===== config.mk =====
export PLATFORM = sky130hd
export DESIGN_NAME = cpwcm_cordic
export DESIGN_NICKNAME = d
export VERILOG_FILES = /design/src/rtl/cpwcm_pkg.sv /design/src/rtl/cpwcm_cordic.sv
export SDC_FILE = /design/constraint.sdc
export NUM_CORES = 2
export LEC_CHECK = 0
export BUFFER_PORTS_ARGS = -buffer_cell sky130_fd_sc_hd__buf_2
export CAP_MARGIN = 20
export CORE_AREA = 2 2 439 767
export CTS_CLUSTER_DIAMETER = 30
export DETAILED_ROUTE_END_ITERATION = 10
export DIE_AREA = 0 0 441 769
export HOLD_SLACK_MARGIN = 0.02
export PLACE_DENSITY = 0.47
export SYNTH_ARGS = -nofsm -noshare
export SYNTH_HDL_FRONTEND = slang
export SYNTH_SLANG_ARGS = --single-unit

===== constraint.sdc =====
create_clock -name clk -period 5.47 [get_ports clk]
set_input_delay 0.547 -clock clk [delete_from_list [all_inputs] [get_ports clk]]
set_output_delay 0.547 -clock clk [all_outputs]
set_load 0.02 [all_outputs]

===== src/rtl/cpwcm_pkg.sv =====
`timescale 1ns / 1ps
package cpwcm_pkg;

    localparam int ATAN_LEN  = 24;
    localparam int ZW        = 28;
    localparam int CFG_W     = 24;
    localparam int CFG_IDX_W = 3;
    localparam int LEVEL_W   = 8;
    localparam int WIN_W     = 32;
    localparam int CHAN_W    = 17;

    localparam longint PI_Q             = 52707179;
    localparam longint HALF_PI_Q        = 26353589;
    localparam longint TWO_PI_Q         = 105414357;
    localparam longint THIRD_TURN_Q     = 35138119;
    localparam longint TWO_THIRD_TURN_Q = 70276238;
    localparam longint CORDIC_K_Q       = 10188014;
    localparam longint DEG_PER_RAD_Q16  = 3754936;
    localparam longint ONE_Q24          = 16777216;
    localparam longint FULL_SCALE       = 255 * ONE_Q24;
    localparam longint RECIP_255        = (64'sd1 <<< 24) / 255;

    typedef enum logic [2:0] {
        MODE_MAG   = 3'd0,
        MODE_REAL  = 3'd1,
        MODE_IMAG  = 3'd2,
        MODE_CPLX  = 3'd3,
        MODE_PHASE = 3'd4
    } mode_t;

    typedef enum logic [CFG_IDX_W-1:0] {
        REG_DISPLAY_MODE     = 3'd0,
        REG_PHASE_IN_DEGREES = 3'd1,
        REG_WINDOW_LOW       = 3'd2,
        REG_WINDOW_GAIN      = 3'd3,
        REG_WINDOW_VALID     = 3'd4,
        REG_FULL_BRIGHT      = 3'd5
    } reg_index_t;

    typedef struct packed {
        logic [2:0]         display_mode;
        logic               phase_in_degrees;
        logic signed [17:0] window_low;
        logic [23:0]        window_gain;
        logic               window_valid;
        logic               full_bright;
    } cfg_t;

    typedef struct packed {
        logic valid;
        logic frame_end;
    } tag_t;

    typedef struct packed {
        logic signed [15:0] real_part;
        logic signed [15:0] imag_part;
        logic               frame_end;
    } pixel_t;

    typedef struct packed {
        logic [LEVEL_W-1:0] red_level;
        logic [LEVEL_W-1:0] green_level;
        logic [LEVEL_W-1:0] blue_level;
        logic               frame_end_out;
    } colour_t;

    function automatic longint atan_q24(int i);
        longint v;
        case (i)
            0:  v = 13176795;
            1:  v = 7778716;
            2:  v = 4110060;
            3:  v = 2086331;
            4:  v = 1047214;
            5:  v = 524117;
            6:  v = 262123;
            7:  v = 131069;
            8:  v = 65536;
            9:  v = 32768;
            10: v = 16384;
            11: v = 8192;
            12: v = 4096;
            13: v = 2048;
            14: v = 1024;
            15: v = 512;
            16: v = 256;
            17: v = 128;
            18: v = 64;
            19: v = 32;
            20: v = 16;
            21: v = 8;
            22: v = 4;
            23: v = 2;
            default: v = 0;
        endcase
        return v;
    endfunction

    function automatic longint sine_q24(longint a_in, int n);
        longint a;
        longint x;
        longint y;
        longint z;
        longint dx;
        longint dy;
        int     i;
        a = a_in;
        x = CORDIC_K_Q;
        y = 0;
        if (a > PI_Q)
            a = a - TWO_PI_Q;
        if (a > PI_Q)
            a = a - TWO_PI_Q;
        if (a > HALF_PI_Q)
            a = PI_Q - a;
        else if (a < -HALF_PI_Q)
            a = -PI_Q - a;
        z = a;
        for (i = 0; i < n; i++)
        begin
            dx = y >>> i;
            dy = x >>> i;
            if (z >= 0)
            begin
                x = x - dx;
                y = y + dy;
                z = z - atan_q24(i);
            end
            else
            begin
                x = x + dx;
                y = y - dy;
                z = z + atan_q24(i);
            end
        end
        return y;
    endfunction

    function automatic logic [CHAN_W-1:0] channel_q16(longint a, int n);
        longint v;
        longint c;
        v = sine_q24(a, n) + ONE_Q24;
        if (v < 0)
            v = 0;
        c = (v + 256) >>> 9;
        if (c > 65536)
            c = 65536;
        return CHAN_W'(c);
    endfunction

endpackage


===== src/rtl/cpwcm_cordic.sv =====
`timescale 1ns / 1ps
module cpwcm_cordic
    import cpwcm_pkg::*;
#(
    parameter int SAMPLE_BITS   = 16,
    parameter int CORDIC_STAGES = 16
)
(
    input  logic                          clk,
    input  logic                          rst_n,
    input  logic                          en,
    input  tag_t                          in_tag,
    input  logic signed [SAMPLE_BITS-1:0] re,
    input  logic signed [SAMPLE_BITS-1:0] im,
    output tag_t                          out_tag,
    output logic signed [SAMPLE_BITS+10:0] x_out,
    output logic signed [ZW-1:0]          z_out,
    output logic signed [SAMPLE_BITS-1:0] re_out,
    output logic signed [SAMPLE_BITS-1:0] im_out
);

    localparam int XW = SAMPLE_BITS + 11;
    localparam int NS = (CORDIC_STAGES < ATAN_LEN) ? CORDIC_STAGES : ATAN_LEN;

    tag_t                          tag_reg  [0:NS];
    logic signed [XW-1:0]          x_reg    [0:NS];
    logic signed [XW-1:0]          y_reg    [0:NS];
    logic signed [ZW-1:0]          z_reg    [0:NS];
    logic signed [SAMPLE_BITS-1:0] re_reg   [0:NS];
    logic signed [SAMPLE_BITS-1:0] im_reg   [0:NS];
    logic                          zero_reg [0:NS];

    logic signed [XW-1:0] x0;
    logic signed [XW-1:0] y0;
    logic signed [XW-1:0] x_next;
    logic signed [XW-1:0] y_next;
    logic signed [ZW-1:0] z_next;

    assign x0 = {{3{re[SAMPLE_BITS-1]}}, re, 8'd0};
    assign y0 = {{3{im[SAMPLE_BITS-1]}}, im, 8'd0};

    // Fold the left half plane onto the right one.
    always_comb
    begin
        x_next = x0;
        y_next = y0;
        z_next = '0;
        if (x0 < 0)
        begin
            if (y0 >= 0)
            begin
                x_next = y0;
                y_next = -x0;
                z_next = ZW'(HALF_PI_Q);
            end
            else
            begin
                x_next = -y0;
                y_next = x0;
                z_next = -ZW'(HALF_PI_Q);
            end
        end
    end

    always_ff @(posedge clk or negedge rst_n)
    begin
        if (!rst_n)
            tag_reg[0] <= '0;
        else if (en)
            tag_reg[0] <= in_tag;
    end

    always_ff @(posedge clk)
    begin
        if (en)
        begin
            x_reg[0]    <= x_next;
            y_reg[0]    <= y_next;
            z_reg[0]    <= z_next;
            re_reg[0]   <= re;
            im_reg[0]   <= im;
            zero_reg[0] <= (re == '0) && (im == '0);
        end
    end

    for (genvar i = 0; i < NS; i++)
    begin : g_iter
        localparam logic signed [ZW-1:0] ATAN_I = ZW'(atan_q24(i));

        logic signed [XW-1:0] dx;
        logic signed [XW-1:0] dy;
        logic signed [XW-1:0] xs_next;
        logic signed [XW-1:0] ys_next;
        logic signed [ZW-1:0] zs_next;

        always_comb
        begin
            dx = y_reg[i] >>> i;
            dy = x_reg[i] >>> i;
            if (y_reg[i] >= 0)
            begin
                xs_next = x_reg[i] + dx;
                ys_next = y_reg[i] - dy;
                zs_next = z_reg[i] + ATAN_I;
            end
            else
            begin
                xs_next = x_reg[i] - dx;
                ys_next = y_reg[i] + dy;
                zs_next = z_reg[i] - ATAN_I;
            end
        end

        always_ff @(posedge clk or negedge rst_n)
        begin
            if (!rst_n)
                tag_reg[i+1] <= '0;
            else if (en)
                tag_reg[i+1] <= tag_reg[i];
        end

        always_ff @(posedge clk)
        begin
            if (en)
            begin
                x_reg[i+1]    <= xs_next;
                y_reg[i+1]    <= ys_next;
                z_reg[i+1]    <= zs_next;
                re_reg[i+1]   <= re_reg[i];
                im_reg[i+1]   <= im_reg[i];
                zero_reg[i+1] <= zero_reg[i];
            end
        end
    end

    assign out_tag = tag_reg[NS];
    assign x_out   = zero_reg[NS] ? '0 : x_reg[NS];
    assign z_out   = zero_reg[NS] ? '0 : z_reg[NS];
    assign re_out  = re_reg[NS];
    assign im_out  = im_reg[NS];

endmodule


==> metrics.md <==
| Metric | Value |
|---|---|
| Status | finished, final reports clean |
| Antenna violations before repair | 6 |
| WL/cell | 19.9 um |
| First-pass GRT wire length | 474000 um |
| Synth Instances | 10500 |
| Area growth syn-to-layout | 16.4% |
| Most frequent cells in the layout | edfxtp_1, ha_1, xnor2_1 |
| Worst Setup End Kind | flop |
| Setup violators final | 0 |
| Max-Cap Viols | 0 |
| Post-route ant nets | 0 |
| Ys async rst share | 0.0183 |
| Synth area leaders | edfxtp_1, ha_1, xnor2_1 |
| Clock latency on the worst-skew pair | 880 ps |
| Share of cells above drive strength 1 | 0.0828 |
| Skew final | 48.4 ps |
| Vias | 81500 |
| Clk root buf | clkbuf_16 |
| Worst min path class | in -> async |
| Post-DP HPWL | 248000 um |
| Critical Path Start Type | flop |
| Global Route Usage Sum | 0.181 |
| Commonest non-fill, non-tap cell in the layout | edfxtp_1 |
| Multi-input gate area | 58400 um2 |
| Core Footprint | 332000 um2 |
| Final Hold Viols | 0 |
| GPL Wtd Cong | 0.909 |
| Yosys reg bits | 1857 |
| TritonRoute pass-1 iters | 5 |
| Main synth FF type | edfxtp_1 |
| Die Span Y | 769 um |
| Netlist cell types | 84 |
| Total CTS buffers | 351 |
| Tmin final | 5190 ps |
| Clock Pin Slew Worst Setup and Hold Paths | 50 ps |
| Total Routed Length | 313000 um |
| Post-Syn Area | 116000 um2 |
| Vias in the first global route | 84800 |
| Final Cycle Share | 0.948 |
| Post-synth top area cell | edfxtp_1 |
| R2R Path Start | x_reg[6][6] |
| Critical Path RT | 6020 ps |
| Final global-route overflow total | 0 |
| Die area | 339000 um2 |
| Sequential share of the synthesized area | 0.479 |
| Sequential cell area | 55600 um2 |
| Fin. max-slew vios | 0 |
| Worst relative slew slack | 0.162 |
| CTS tree | built |
| RSZ-0062 raised after global routing | no |
| Initial Util | 0.349 |
| R2R Setup Slk | 280 ps |
| Crit path max fanout | 6 |
| Fmax | 193 MHz |
| Largest register FFs | 450 |
| R2r endpoint | y_reg[0][215] |
| IO buf count | 125 |
| Die Wd | 441 um |
| DRC viols | 0 |
| CTS max path bufs | 4 |
| Count of flip-flops with a built-in enable after synthesis | 1823 |
| DR iter-0 viols | 3660 |
| Clock Sinks | 1857 |
| Vias per cell | 5.19 |
| Worst-margin pin slew | 1260 ps |
| Largest net degree at the start of global routing | 177 |
| Post-synth top area share | 0.472 |
| Critical setup path kind | reg -> reg |
| Arrival time worst endpoint | 5730 ps |
| H-tree levels | 5 |
| Cell Rows | 280 |
| I/O Pins | 126 |
| Setup TNS | 0 ps |
| Cells on worst reg2reg path | 16 |
| Fillcell total | 31600 |
| Yosys warning count | 0 |
| Nets@finish | 12200 |
| Syn avg cell area | 11.1 um2 |
[timing repair]
action / in CTS / in global routing
setup buffers: 0 / 0
gates resized for setup: 0 / 0
hold buffers: 33 / 0
endpoints found under the hold margin: 78 / 0
endpoints found under the setup margin: 0 / 0
[kinds of logic after synthesis]
group | synth area share
adder cells (fa/ha/maj) | 0.125
other | 0.0000323
multiplexers | 0.00615
AND/OR/NAND/NOR | 0.113
XOR/XNOR | 0.103
buffers and inverters | 0.0217
flip-flops | 0.479
AO/OA/AOI/OAI | 0.152
[metrics by stage]
stage / area [um2] / cells / util / hold WS [ps] / worst slack (ps)
after floorplan: 116000 / 10600 / - / 251 / 932
after global placement: 123000 / 15000 / 0.370 / 400 / 322
after detailed placement: 123000 / 15000 / 0.370 / 405 / 269
after CTS: 135000 / 15700 / 0.406 / 185 / 241
after global routing: 135000 / 15700 / 0.406 / 248 / 140
final: 135000 / 15700 / 0.406 / 296 / 283
[worst max path at each step]
| stage | from | end | slack (ps) |
|---|---|---|---|
| 2_1_floorplan | x_reg[5][5] | y_reg[0][188] | 930 |
| 3_3_place_gp | x_reg[6][6] | y_reg[0][215] | 320 |
| 3_5_place_dp | x_reg[6][6] | y_reg[0][215] | 270 |
| 4_1_cts | x_reg[6][6] | y_reg[0][215] | 240 |
| 5_1_grt | x_reg[7][11] | y_reg[0][242] | 140 |
| 6_report | x_reg[6][6] | y_reg[0][215] | 280 |
[critical path: stages, from the launching register on]
cell and delay [ps]:
edfxtp_1 500, inv_1 100, ha_1 270, nand2_1 100, o31ai_1 240, xor2_1 430, ha_1 390, a21oi_1 180
o21ai_0 130, a41oi_1 300, a311oi_1 150, buf_4 190, o311ai_0 550, a21boi_0 300, o211ai_1 240, a21oi_1 100
xor2_1 720
[Yosys cell counts, types with 127 or more instances]
library cell / count
ha_1: 1090
nand2_1: 568
xor2_1: 476
nand2b_1: 153
nand3_1: 179
nor2_1: 764
nor2b_1: 206
edfxtp_1: 1823
a21oi_1: 779
o21ai_0: 600
xnor2_1: 895
o31ai_1: 166
a21o_1: 345
nor3_1: 243
clkbuf_1: 127
inv_1: 456
[layer usage]
metal | track usage | part of all wire | vias to the layer above | wire length, um
met5 | 0 | 0 | - | 0
met4 | 0.152 | 0.095 | 0 | 29600
met3 | 0.0221 | 0.027 | 934 | 8570
met2 | 0.375 | 0.58 | 1576 | 181000
met1 | 0.142 | 0.30 | 38600 | 93300
li1 | - | - | 40400 | -
[final cells by class]
type,instances,area share
Multi-Input combinational cell,8105,0.432
Sequential cell,1857,0.411
Clock buffer,399,0.0681
Tap cell,4371,0.0405
Clock inverter,232,0.0195
Timing Repair Buffer,272,0.0154
Inverter,462,0.0128
Antenna cell,12,0.000222
Power is not shown: default switching activity piles up to over one toggle a cycle in this logic, so the estimate is an artifact.
